$ cat config.mk
export PLATFORM = sky130hd
export DESIGN_NAME = ipv4_header_validate_filter_flat
export DESIGN_NICKNAME = d
export VERILOG_FILES = /design/src/design/ipv4hv_pkg.sv /design/src/design/ipv4hv_if.sv /design/src/design/ipv4_header_validate_filter.sv /design/src/flat_wrapper.sv
export SDC_FILE = /design/constraint.sdc
export NUM_CORES = 1
export LEC_CHECK = 0
export BUFFER_PORTS_ARGS = -buffer_cell sky130_fd_sc_hd__buf_2
export CORE_ASPECT_RATIO = 0.75
export CORE_UTILIZATION = 24
export CTS_BUF_LIST = sky130_fd_sc_hd__clkbuf_8
export DETAILED_ROUTE_END_ITERATION = 10
export SYNTH_ARGS = -nofsm -noshare
export SYNTH_HDL_FRONTEND = slang
export SYNTH_SLANG_ARGS = --single-unit
$ cat constraint.sdc
create_clock -name clk -period 9.8 [get_ports clk]
set_input_delay 1.47 -clock clk [delete_from_list [all_inputs] [get_ports clk]]
set_output_delay 1.47 -clock clk [all_outputs]
set_load 0.03 [all_outputs]
$ cat src/design/ipv4hv_pkg.sv
// Shared types, codes and helpers of the IPv4 header validate filter.
package ipv4hv_pkg;

    // Verdict codes carried on the result channel
    typedef enum logic [2:0] {
        VERDICT_ACCEPT      = 3'd0,
        VERDICT_BAD_VERSION = 3'd1,
        VERDICT_SHORT_HDR   = 3'd2,
        VERDICT_TTL_ZERO    = 3'd3,
        VERDICT_BAD_CSUM    = 3'd4,
        VERDICT_FROM_SELF   = 3'd5,
        VERDICT_NOT_FOR_US  = 3'd6,
        VERDICT_OTHER_PROTO = 3'd7
    } verdict_t;

    // Register indexes on the configuration port (word address)
    typedef enum logic {
        REG_OWN_ADDRESS       = 1'b0,
        REG_ACCEPTED_PROTOCOL = 1'b1
    } reg_index_t;

    localparam int unsigned PADDR_WIDTH = 3;

    localparam logic [3:0]  IPV4_VERSION        = 4'd4;
    localparam logic [3:0]  MIN_IHL_WORDS       = 4'd5;
    localparam logic [15:0] CSUM_GOOD           = 16'hFFFF;
    localparam logic [31:0] OWN_ADDRESS_RESET   = 32'd0;
    localparam logic [7:0]  ACCEPTED_PROTO_RESET = 8'd6;

    // Ones-complement add with end-around carry
    function automatic logic [15:0] ones_add(input logic [15:0] acc, input logic [15:0] word);
        logic [16:0] raw;
        begin
            raw = {1'b0, acc} + {1'b0, word};
            return raw[15:0] + {15'd0, raw[16]};
        end
    endfunction

endpackage

$ cat src/design/ipv4hv_if.sv
// Stream channel interfaces of the IPv4 header validate filter.
interface ipv4hv_pkt_if;
    logic       valid;
    logic       ready;
    logic [7:0] data_byte;
    logic       first_byte;

    modport source (output valid, output data_byte, output first_byte, input ready);
    modport sink (input valid, input data_byte, input first_byte, output ready);
endinterface

interface ipv4hv_res_if;
    logic        valid;
    logic        ready;
    logic [2:0]  verdict;
    logic [5:0]  header_bytes;
    logic [15:0] total_length;
    logic [31:0] source_address;

    modport source (output valid, output verdict, output header_bytes, output total_length,
                    output source_address, input ready);
    modport sink (input valid, input verdict, input header_bytes, input total_length,
                  input source_address, output ready);
endinterface

$ cat src/design/ipv4_header_validate_filter.sv
// Top level of the IPv4 header validate filter: capture, checksum and verdict.
//
//  channel  | role   | payload                                        | transfer
//  ---------+--------+------------------------------------------------+-----------------
//  pkt      | sink   | data_byte[7:0], first_byte                     | valid && ready
//  res      | source | verdict[2:0], header_bytes[5:0],               | valid && ready
//           |        | total_length[15:0], source_address[31:0]       |
//  apb      | slave  | own_address (0x0), accepted_protocol (0x4)     | psel&&penable&&pwrite
//
//  Flow: one byte per cycle while res is not stalled; a verdict passes the input
//  register, then the result register, after the transfer of the byte that causes it.
//  Reset: rst_n clears the packet state to idle and loads the register defaults.
//  Stalls: a held result blocks the processing stage only; pkt.ready drops only
//  while both the input register and the result register are full and res is stalled.
module ipv4_header_validate_filter (
    input  logic                                 clk,
    input  logic                                 rst_n,
    ipv4hv_pkt_if.sink                           pkt,
    ipv4hv_res_if.source                         res,
    input  logic                                 psel,
    input  logic                                 penable,
    input  logic                                 pwrite,
    input  logic [ipv4hv_pkg::PADDR_WIDTH-1:0]   paddr,
    input  logic [31:0]                          pwdata,
    output logic [31:0]                          prdata,
    output logic                                 pready
);

    // ------------------------------------------------------------------
    // Configuration registers
    // ------------------------------------------------------------------
    logic [31:0] own_addr_reg;
    logic [7:0]  accept_proto_reg;
    logic        cfg_write;
    ipv4hv_pkg::reg_index_t cfg_sel;

    assign pready    = 1'b1;
    assign cfg_write = psel && penable && pwrite && pready;
    assign cfg_sel   = ipv4hv_pkg::reg_index_t'(paddr[2]);

    always_ff @(posedge clk or negedge rst_n)
    begin
        if (!rst_n)
        begin
            own_addr_reg     <= ipv4hv_pkg::OWN_ADDRESS_RESET;
            accept_proto_reg <= ipv4hv_pkg::ACCEPTED_PROTO_RESET;
        end
        else if (cfg_write)
        begin
            unique case (cfg_sel)
                ipv4hv_pkg::REG_OWN_ADDRESS:       own_addr_reg     <= pwdata;
                ipv4hv_pkg::REG_ACCEPTED_PROTOCOL: accept_proto_reg <= pwdata[7:0];
                default:                           ;
            endcase
        end
    end

    // Register readback
    always_comb
    begin
        unique case (cfg_sel)
            ipv4hv_pkg::REG_OWN_ADDRESS:       prdata = own_addr_reg;
            ipv4hv_pkg::REG_ACCEPTED_PROTOCOL: prdata = {24'd0, accept_proto_reg};
            default:                           prdata = 32'd0;
        endcase
    end

    // ------------------------------------------------------------------
    // Input register: one byte waiting for the processing stage
    // ------------------------------------------------------------------
    logic       in_valid_reg, in_valid_next;
    logic [7:0] in_byte_reg;
    logic       in_first_reg;
    logic       advance;     // processing stage may consume the held byte
    logic       pkt_xfer;

    logic       res_valid_reg, res_valid_next;

    // The result register frees up when empty or when its transfer completes
    assign advance  = !res_valid_reg || res.ready;
    assign pkt.ready = !in_valid_reg || advance;
    assign pkt_xfer  = pkt.valid && pkt.ready;

    always_comb
    begin
        in_valid_next = in_valid_reg;
        if (pkt_xfer)
        begin
            in_valid_next = 1'b1;
        end
        else if (advance)
        begin
            in_valid_next = 1'b0;
        end
    end

    always_ff @(posedge clk or negedge rst_n)
    begin
        if (!rst_n)
        begin
            in_valid_reg <= 1'b0;
        end
        else
        begin
            in_valid_reg <= in_valid_next;
        end
    end

    // Payload needs no reset
    always_ff @(posedge clk)
    begin
        if (pkt_xfer)
        begin
            in_byte_reg  <= pkt.data_byte;
            in_first_reg <= pkt.first_byte;
        end
    end

    // ------------------------------------------------------------------
    // Packet state
    // ------------------------------------------------------------------
    logic [5:0]  pos_reg,   pos_next;     // next header byte position
    logic        in_hdr_reg, in_hdr_next; // header in progress
    logic [15:0] sum_reg,   sum_next;     // running ones-complement sum
    logic [7:0]  pend_reg,  pend_next;    // high byte of the word being built
    logic [7:0]  vl_reg,    vl_next;      // version / IHL byte
    logic [7:0]  ttl_reg,   ttl_next;
    logic [7:0]  proto_reg, proto_next;
    logic [15:0] tlen_reg,  tlen_next;
    logic [31:0] src_reg,   src_next;
    logic [31:0] dst_reg,   dst_next;

    logic                  emit;
    ipv4hv_pkg::verdict_t  verdict_new;
    logic [5:0]            hdr_bytes_cur;

    assign hdr_bytes_cur = {vl_reg[3:0], 2'b00};

    always_comb
    begin
        pos_next    = pos_reg;
        in_hdr_next = in_hdr_reg;
        sum_next    = sum_reg;
        pend_next   = pend_reg;
        vl_next     = vl_reg;
        ttl_next    = ttl_reg;
        proto_next  = proto_reg;
        tlen_next   = tlen_reg;
        src_next    = src_reg;
        dst_next    = dst_reg;
        emit        = 1'b0;
        verdict_new = ipv4hv_pkg::VERDICT_ACCEPT;

        if (in_valid_reg && advance)
        begin
            if (in_first_reg)
            begin
                // Start afresh; any header in progress is dropped without a verdict
                pos_next    = 6'd0;
                in_hdr_next = 1'b0;
                sum_next    = 16'd0;
                pend_next   = 8'd0;
                vl_next     = in_byte_reg;
                ttl_next    = 8'd0;
                proto_next  = 8'd0;
                tlen_next   = 16'd0;
                src_next    = 32'd0;
                dst_next    = 32'd0;
                if (in_byte_reg[7:4] != ipv4hv_pkg::IPV4_VERSION)
                begin
                    emit        = 1'b1;
                    verdict_new = ipv4hv_pkg::VERDICT_BAD_VERSION;
                end
                else if (in_byte_reg[3:0] < ipv4hv_pkg::MIN_IHL_WORDS)
                begin
                    emit        = 1'b1;
                    verdict_new = ipv4hv_pkg::VERDICT_SHORT_HDR;
                end
                else
                begin
                    in_hdr_next = 1'b1;
                    pend_next   = in_byte_reg;
                    pos_next    = 6'd1;
                end
            end
            else if (in_hdr_reg)
            begin
                // Even positions open a word, odd ones close it into the sum
                if (!pos_reg[0])
                begin
                    pend_next = in_byte_reg;
                end
                else
                begin
                    sum_next = ipv4hv_pkg::ones_add(sum_reg, {pend_reg, in_byte_reg});
                end

                priority if (pos_reg == 6'd2 || pos_reg == 6'd3)
                begin
                    tlen_next = {tlen_reg[7:0], in_byte_reg};
                end
                else if (pos_reg == 6'd8)
                begin
                    ttl_next = in_byte_reg;
                end
                else if (pos_reg == 6'd9)
                begin
                    proto_next = in_byte_reg;
                end
                else if (pos_reg >= 6'd12 && pos_reg <= 6'd15)
                begin
                    src_next = {src_reg[23:0], in_byte_reg};
                end
                else if (pos_reg >= 6'd16 && pos_reg <= 6'd19)
                begin
                    dst_next = {dst_reg[23:0], in_byte_reg};
                end
                else
                begin
                    // service, identification, fragment, checksum and option bytes only feed the sum
                end

                pos_next = pos_reg + 6'd1;

                // Last byte of the declared header: decide in priority order
                if (pos_next == hdr_bytes_cur)
                begin
                    in_hdr_next = 1'b0;
                    emit        = 1'b1;
                    priority if (ttl_next == 8'd0)
                        verdict_new = ipv4hv_pkg::VERDICT_TTL_ZERO;
                    else if (sum_next != ipv4hv_pkg::CSUM_GOOD)
                        verdict_new = ipv4hv_pkg::VERDICT_BAD_CSUM;
                    else if (src_next == own_addr_reg)
                        verdict_new = ipv4hv_pkg::VERDICT_FROM_SELF;
                    else if (dst_next != own_addr_reg)
                        verdict_new = ipv4hv_pkg::VERDICT_NOT_FOR_US;
                    else if (proto_next != accept_proto_reg)
                        verdict_new = ipv4hv_pkg::VERDICT_OTHER_PROTO;
                    else
                        verdict_new = ipv4hv_pkg::VERDICT_ACCEPT;
                end
            end
            else
            begin
                // payload or stray byte while idle: drop
            end
        end
    end

    always_ff @(posedge clk or negedge rst_n)
    begin
        if (!rst_n)
        begin
            pos_reg   <= 6'd0;
            in_hdr_reg <= 1'b0;
            sum_reg   <= 16'd0;
            pend_reg  <= 8'd0;
            vl_reg    <= 8'd0;
            ttl_reg   <= 8'd0;
            proto_reg <= 8'd0;
            tlen_reg  <= 16'd0;
            src_reg   <= 32'd0;
            dst_reg   <= 32'd0;
        end
        else
        begin
            pos_reg   <= pos_next;
            in_hdr_reg <= in_hdr_next;
            sum_reg   <= sum_next;
            pend_reg  <= pend_next;
            vl_reg    <= vl_next;
            ttl_reg   <= ttl_next;
            proto_reg <= proto_next;
            tlen_reg  <= tlen_next;
            src_reg   <= src_next;
            dst_reg   <= dst_next;
        end
    end

    // ------------------------------------------------------------------
    // Result register
    // ------------------------------------------------------------------
    ipv4hv_pkg::verdict_t res_verdict_reg;
    logic [5:0]           res_hdr_bytes_reg;
    logic [15:0]          res_tlen_reg;
    logic [31:0]          res_src_reg;

    always_comb
    begin
        res_valid_next = res_valid_reg;
        if (advance)
        begin
            res_valid_next = emit;
        end
    end

    always_ff @(posedge clk or negedge rst_n)
    begin
        if (!rst_n)
        begin
            res_valid_reg <= 1'b0;
        end
        else
        begin
            res_valid_reg <= res_valid_next;
        end
    end

    always_ff @(posedge clk)
    begin
        if (emit)
        begin
            res_verdict_reg   <= verdict_new;
            res_hdr_bytes_reg <= {vl_next[3:0], 2'b00};
            res_tlen_reg      <= tlen_next;
            res_src_reg       <= src_next;
        end
    end

    assign res.valid          = res_valid_reg;
    assign res.verdict        = res_verdict_reg;
    assign res.header_bytes   = res_hdr_bytes_reg;
    assign res.total_length   = res_tlen_reg;
    assign res.source_address = res_src_reg;

    // ------------------------------------------------------------------
    // Assertions
    // ------------------------------------------------------------------
    // A header in progress always has a valid version/IHL and sits inside it
    a_hdr_consistent: assert property (@(posedge clk) disable iff (!rst_n)
        in_hdr_reg |-> (vl_reg[7:4] == ipv4hv_pkg::IPV4_VERSION)
                    && (vl_reg[3:0] >= ipv4hv_pkg::MIN_IHL_WORDS)
                    && (pos_reg != 6'd0) && (pos_reg < hdr_bytes_cur))
        else $error("header position outside the declared header");

    // Input backpressure only comes from a stalled, full result register
    a_ready_cause: assert property (@(posedge clk) disable iff (!rst_n)
        !pkt.ready |-> in_valid_reg && res_valid_reg && !res.ready)
        else $error("pkt.ready low without a stalled result");

    // Early verdicts carry no captured length or source
    a_early_fields: assert property (@(posedge clk) disable iff (!rst_n)
        res_valid_reg && (res_verdict_reg == ipv4hv_pkg::VERDICT_BAD_VERSION
                       || res_verdict_reg == ipv4hv_pkg::VERDICT_SHORT_HDR)
        |-> (res_tlen_reg == 16'd0) && (res_src_reg == 32'd0))
        else $error("early verdict with captured fields");

    // A late verdict ends the header in progress
    a_verdict_ends_hdr: assert property (@(posedge clk) disable iff (!rst_n)
        emit && !in_first_reg |=> !in_hdr_reg)
        else $error("header still open after its verdict");

endmodule

$ cat src/flat_wrapper.sv
// flat-port wrapper written by rule: the top's interface ports become plain ports
module ipv4_header_validate_filter_flat 
  (clk, rst_n, psel, penable, pwrite, paddr, pwdata, prdata, pready, pkt_valid, pkt_data_byte, pkt_first_byte, pkt_ready, res_valid, res_verdict, res_header_bytes, res_total_length, res_source_address, res_ready);
  ipv4hv_pkt_if pkt_i ();
  ipv4hv_res_if res_i ();
  input  logic clk;
  input  logic rst_n;
  input  logic psel;
  input  logic penable;
  input  logic pwrite;
  input  logic [ipv4hv_pkg::PADDR_WIDTH-1:0] paddr;
  input  logic [31:0] pwdata;
  output logic [31:0] prdata;
  output logic pready;
  input wire logic [$bits(pkt_i.valid)-1:0] pkt_valid;
  input wire logic [$bits(pkt_i.data_byte)-1:0] pkt_data_byte;
  input wire logic [$bits(pkt_i.first_byte)-1:0] pkt_first_byte;
  output wire logic [$bits(pkt_i.ready)-1:0] pkt_ready;
  output wire logic [$bits(res_i.valid)-1:0] res_valid;
  output wire logic [$bits(res_i.verdict)-1:0] res_verdict;
  output wire logic [$bits(res_i.header_bytes)-1:0] res_header_bytes;
  output wire logic [$bits(res_i.total_length)-1:0] res_total_length;
  output wire logic [$bits(res_i.source_address)-1:0] res_source_address;
  input wire logic [$bits(res_i.ready)-1:0] res_ready;
  assign pkt_i.valid = pkt_valid;
  assign pkt_i.data_byte = pkt_data_byte;
  assign pkt_i.first_byte = pkt_first_byte;
  assign pkt_ready = pkt_i.ready;
  assign res_valid = res_i.valid;
  assign res_verdict = res_i.verdict;
  assign res_header_bytes = res_i.header_bytes;
  assign res_total_length = res_i.total_length;
  assign res_source_address = res_i.source_address;
  assign res_i.ready = res_ready;
  ipv4_header_validate_filter u_core (.clk(clk), .rst_n(rst_n), .pkt(pkt_i), .res(res_i), .psel(psel), .penable(penable), .pwrite(pwrite), .paddr(paddr), .pwdata(pwdata), .prdata(prdata), .pready(pready));
endmodule
==> impl_metrics.yaml <==
outcome:
  status: "finished clean"
clock_network:
  insertion_delay_ns: 0.60
  cts_resized: 0
  clock_path_buffers: 3
  clock-sinks: 237
  cts_hold_buf: 0
  htreeDepth: 2
  clkSlewWorstSetupHoldPaths_ns: 0.06
  cts_root_buffer: "clkbuf_8"
  postCtsSetupBuffers: 0
  cts_tree: "yes"
  cts_buffers: 37
timing:
  fin_skew_ns: 0.0452
  slew_headroom_pct: 33.3
  fin_ws_ns: 3.94
  final.period_utilization_pct: 59.8
  fmax_mhz: 171
  rsz0062_at_grt: "false"
  setup_viol: 0
  period_needed_ns: 5.86
  whs_ns: 0.497
  slew_viol_final: 0
  tightest_slew_ns: 1.00
  hold_viol_final: 0
  setup_tns_ns: 0
final_layout:
  area.growth.synth_to_final_pct: 17.7
  multi_input_area_um2: 5820
  nets: 1319
  drive_gt1_share_pct: 22.0
  mostFrequentLayoutCell: "dfrtp_1"
  regArea_um2: 6250
  fill_cells: 5194
  final_cell_mix: "171 x dfrtp_1, 136 x buf_2, 109 x nand2_1"
min_path:
  hp-start: "u_core.proto_reg[3]$_DFFE_PN0P_"
  hold_path_depth: 1
  hold_end: "u_core.proto_reg[3]$_DFFE_PN0P_"
  hold_path.class: "register to register"
grt:
  track_usage_pct: 13.8
  grt-ovfl-total: 0
  grt_antenna_before_repair: 7
  grt_pass1_vias: 9029
  grt_max_degree: 99
  grt_pass1_wl_um: 55800
synth:
  synth_edf_count: 64
  ys_top_cells_by_area: "dfrtp_1 35%, edfxtp_1 16%, mux2i_1 5.9%, xnor2_1 5.4%, mux2_2 4.4%"
  ys_seq_area_share_pct: 50.5
  ys_types: 73
  yosysWarnings: 0
  muxShareOfSynthArea_pct: 10.3
  syn-cell-area_um2: 12400
  ys.flop_type: "dfrtp_1"
  ys_seq_elements: 237
  async_reset_ff_share_pct: 73.0
  synthXorXnorAreaFrac_pct: 6.72
  synthSimpleGateAreaFrac_pct: 11.7
  synth_top_area_cell: "dfrtp_1"
  synth_top_family_by_area: "compound AO/OA/AOI/OAI gates"
  netlist_instances: 1117
  synth_top_cell_area_share_pct: 34.6
  synth_compound_area_share_pct: 15.4
  synth-adder-area-share_pct: 2.49
  syn_avg_cell_area_um2: 11.1
floorplanning:
  die_y_um: 199
  start_util_pct: 24.5
  dieArea_um2: 52500
  die_width_um: 264
  io_pins: 143
  core_area_um2: 50500
  fp-row-count: 71
critical_path:
  worstSetupEndpointType: "register"
  path_class: "register to register"
  ff2ff_setup_slack_ns: 3.94
  rr_worst_depth: 23
  cp.required_ns: 10.22
  critPathMaxFanout: 12
  cp-start-kind: "register"
  r2r-end: "u_core.res.verdict[1]$_SDFFCE_PN0P_"
  cp.arrival_ns: 6.28
  reg2reg_from: "u_core.in_byte_reg[0]$_DFFE_PP_"
power_and_ir_drop:
  cellPowerDensity_nw_per_um2: 174
  leakage_nw: 5.97
  fin_total_pwr_mw: 2.54
  ir_drop_mv: 0.0806
detailed_routing:
  drtPass1Iterations: 5
  vias: 9493
  drt-total-wl_um: 36700
  viasPerCell: 4.91
  drtIter0Drc: 944
  drc: 0
  ant_nets: 0
  wl_per_cell_um: 19.0
place:
  place_congestion: 0.872
  dp_hpwl_um: 25600
  dp_slack_ns: 4.09
  io_buffer_count: 137
job:
  maxCapViolations: 0
-- layout make-up --
cell class                      count  area share (%)
Sequential cell                   237            42.9
Multi-Input combinational cell    799            39.9
Timing Repair Buffer              157            5.78
Tap cell                          657            5.64
Clock buffer                       42            3.97
Clock inverter                     26            1.41
Inverter                           12           0.309
Antenna cell                        3          0.0515
-- stage by stage --
| step | utilization (%) | std cells | instance area, µm² |
|---|---|---|---|
| 2_1_floorplan | - | 1118 | 12400 |
| 3_3_place_gp | 27.3 | 1862 | 13800 |
| 3_5_place_dp | 27.3 | 1862 | 13800 |
| 4_1_cts | 28.8 | 1930 | 14600 |
| 5_1_grt | 28.8 | 1931 | 14600 |
| 6_report | 28.8 | 1933 | 14600 |
-- synthesized netlist by cell type (all sizes together), types with 3 or more instances --
cell,number
o211a,3
a21oi,37
nor2b,33
o22a,4
nor2,42
and3,10
ha,23
nand4b,3
a211oi,7
nand2b,7
nand4,11
xnor2,76
o31a,3
or2,3
buf,14
inv,12
a22oi,29
nand2,109
clkbuf,56
a31oi,4
o211ai,9
o21a,7
and2,6
or3,6
mux2,48
a22o,57
edfxtp,64
nand3,12
mux2i,73
a21o,9
dfrtp,171
nor4b,3
xor2,19
a221oi,4
nor3,12
nor4,20
o21ai,77
o21bai,5
-- report_power, final --
group	internal, mW	switching, mW
registers	1.08	0.106
logic	0.180	0.274
clock network	0.478	0.420
-- logic make-up after synthesis --
logic type / Yosys count
and+or+nand+nor: 286
AOI/OAI and AO/OA: 270
DFF: 237
muxes: 121
xor gates and xnor gates: 95
buffers and inverters: 82
adders and majority gates: 24
other: 2
-- worst max-delay path, cell delays in order (launching register included) --
cell and delay, ns:
edfxtp_1 0.33, buf_4 0.25, ha_1 0.24, inv_1 0.07, fa_1 0.46, and2b_1 0.33
o21a_4 0.21, o211ai_2 0.13, nand2_1 0.11, a21oi_1 0.07, nor2_1 0.08, o21ai_0 0.10
nand2b_1 0.18, ha_1 0.22, and3_1 0.24, o311ai_1 0.20, nor4b_4 0.46, and4_1 0.26
a211oi_1 0.06, nor4b_1 0.48, nand4b_1 0.21, or4b_4 0.55, o31a_1 0.31, o22ai_2 0.15
-- worst max path at each step --
stage,start,endpoint,slack (ns),cells past startpoint
final,u_core.in_byte_reg[0]$_DFFE_PP_,u_core.res.verdict[1]$_SDFFCE_PN0P_,3.94,23
after global routing,u_core.in_byte_reg[0]$_DFFE_PP_,u_core.res.verdict[1]$_SDFFCE_PN0P_,3.64,23
after CTS,u_core.in_byte_reg[0]$_DFFE_PP_,u_core.res.verdict[1]$_SDFFCE_PN0P_,4.04,23
after detailed placement,u_core.in_byte_reg[0]$_DFFE_PP_,u_core.res.verdict[1]$_SDFFCE_PN0P_,4.09,23
after global placement,u_core.in_byte_reg[0]$_DFFE_PP_,u_core.res.verdict[1]$_SDFFCE_PN0P_,4.10,23
after floorplan,res_ready,u_core.res.header_bytes[2]$_DFFE_PP_,3.36,4
-- layer usage --
layer | global-route usage (%) | part of all wire, % | vias to the layer above | wire [µm]
li1 | - | - | 4344 | -
met1 | 21.8 | 51 | 4712 | 18700
met2 | 17.9 | 39 | 376 | 14300
met3 | 3.42 | 8.1 | 55 | 2970
met4 | 3.57 | 1.8 | 6 | 673
met5 | 0 | 0.11 | - | 40
Note: power is estimated with default switching activity, not from simulation.
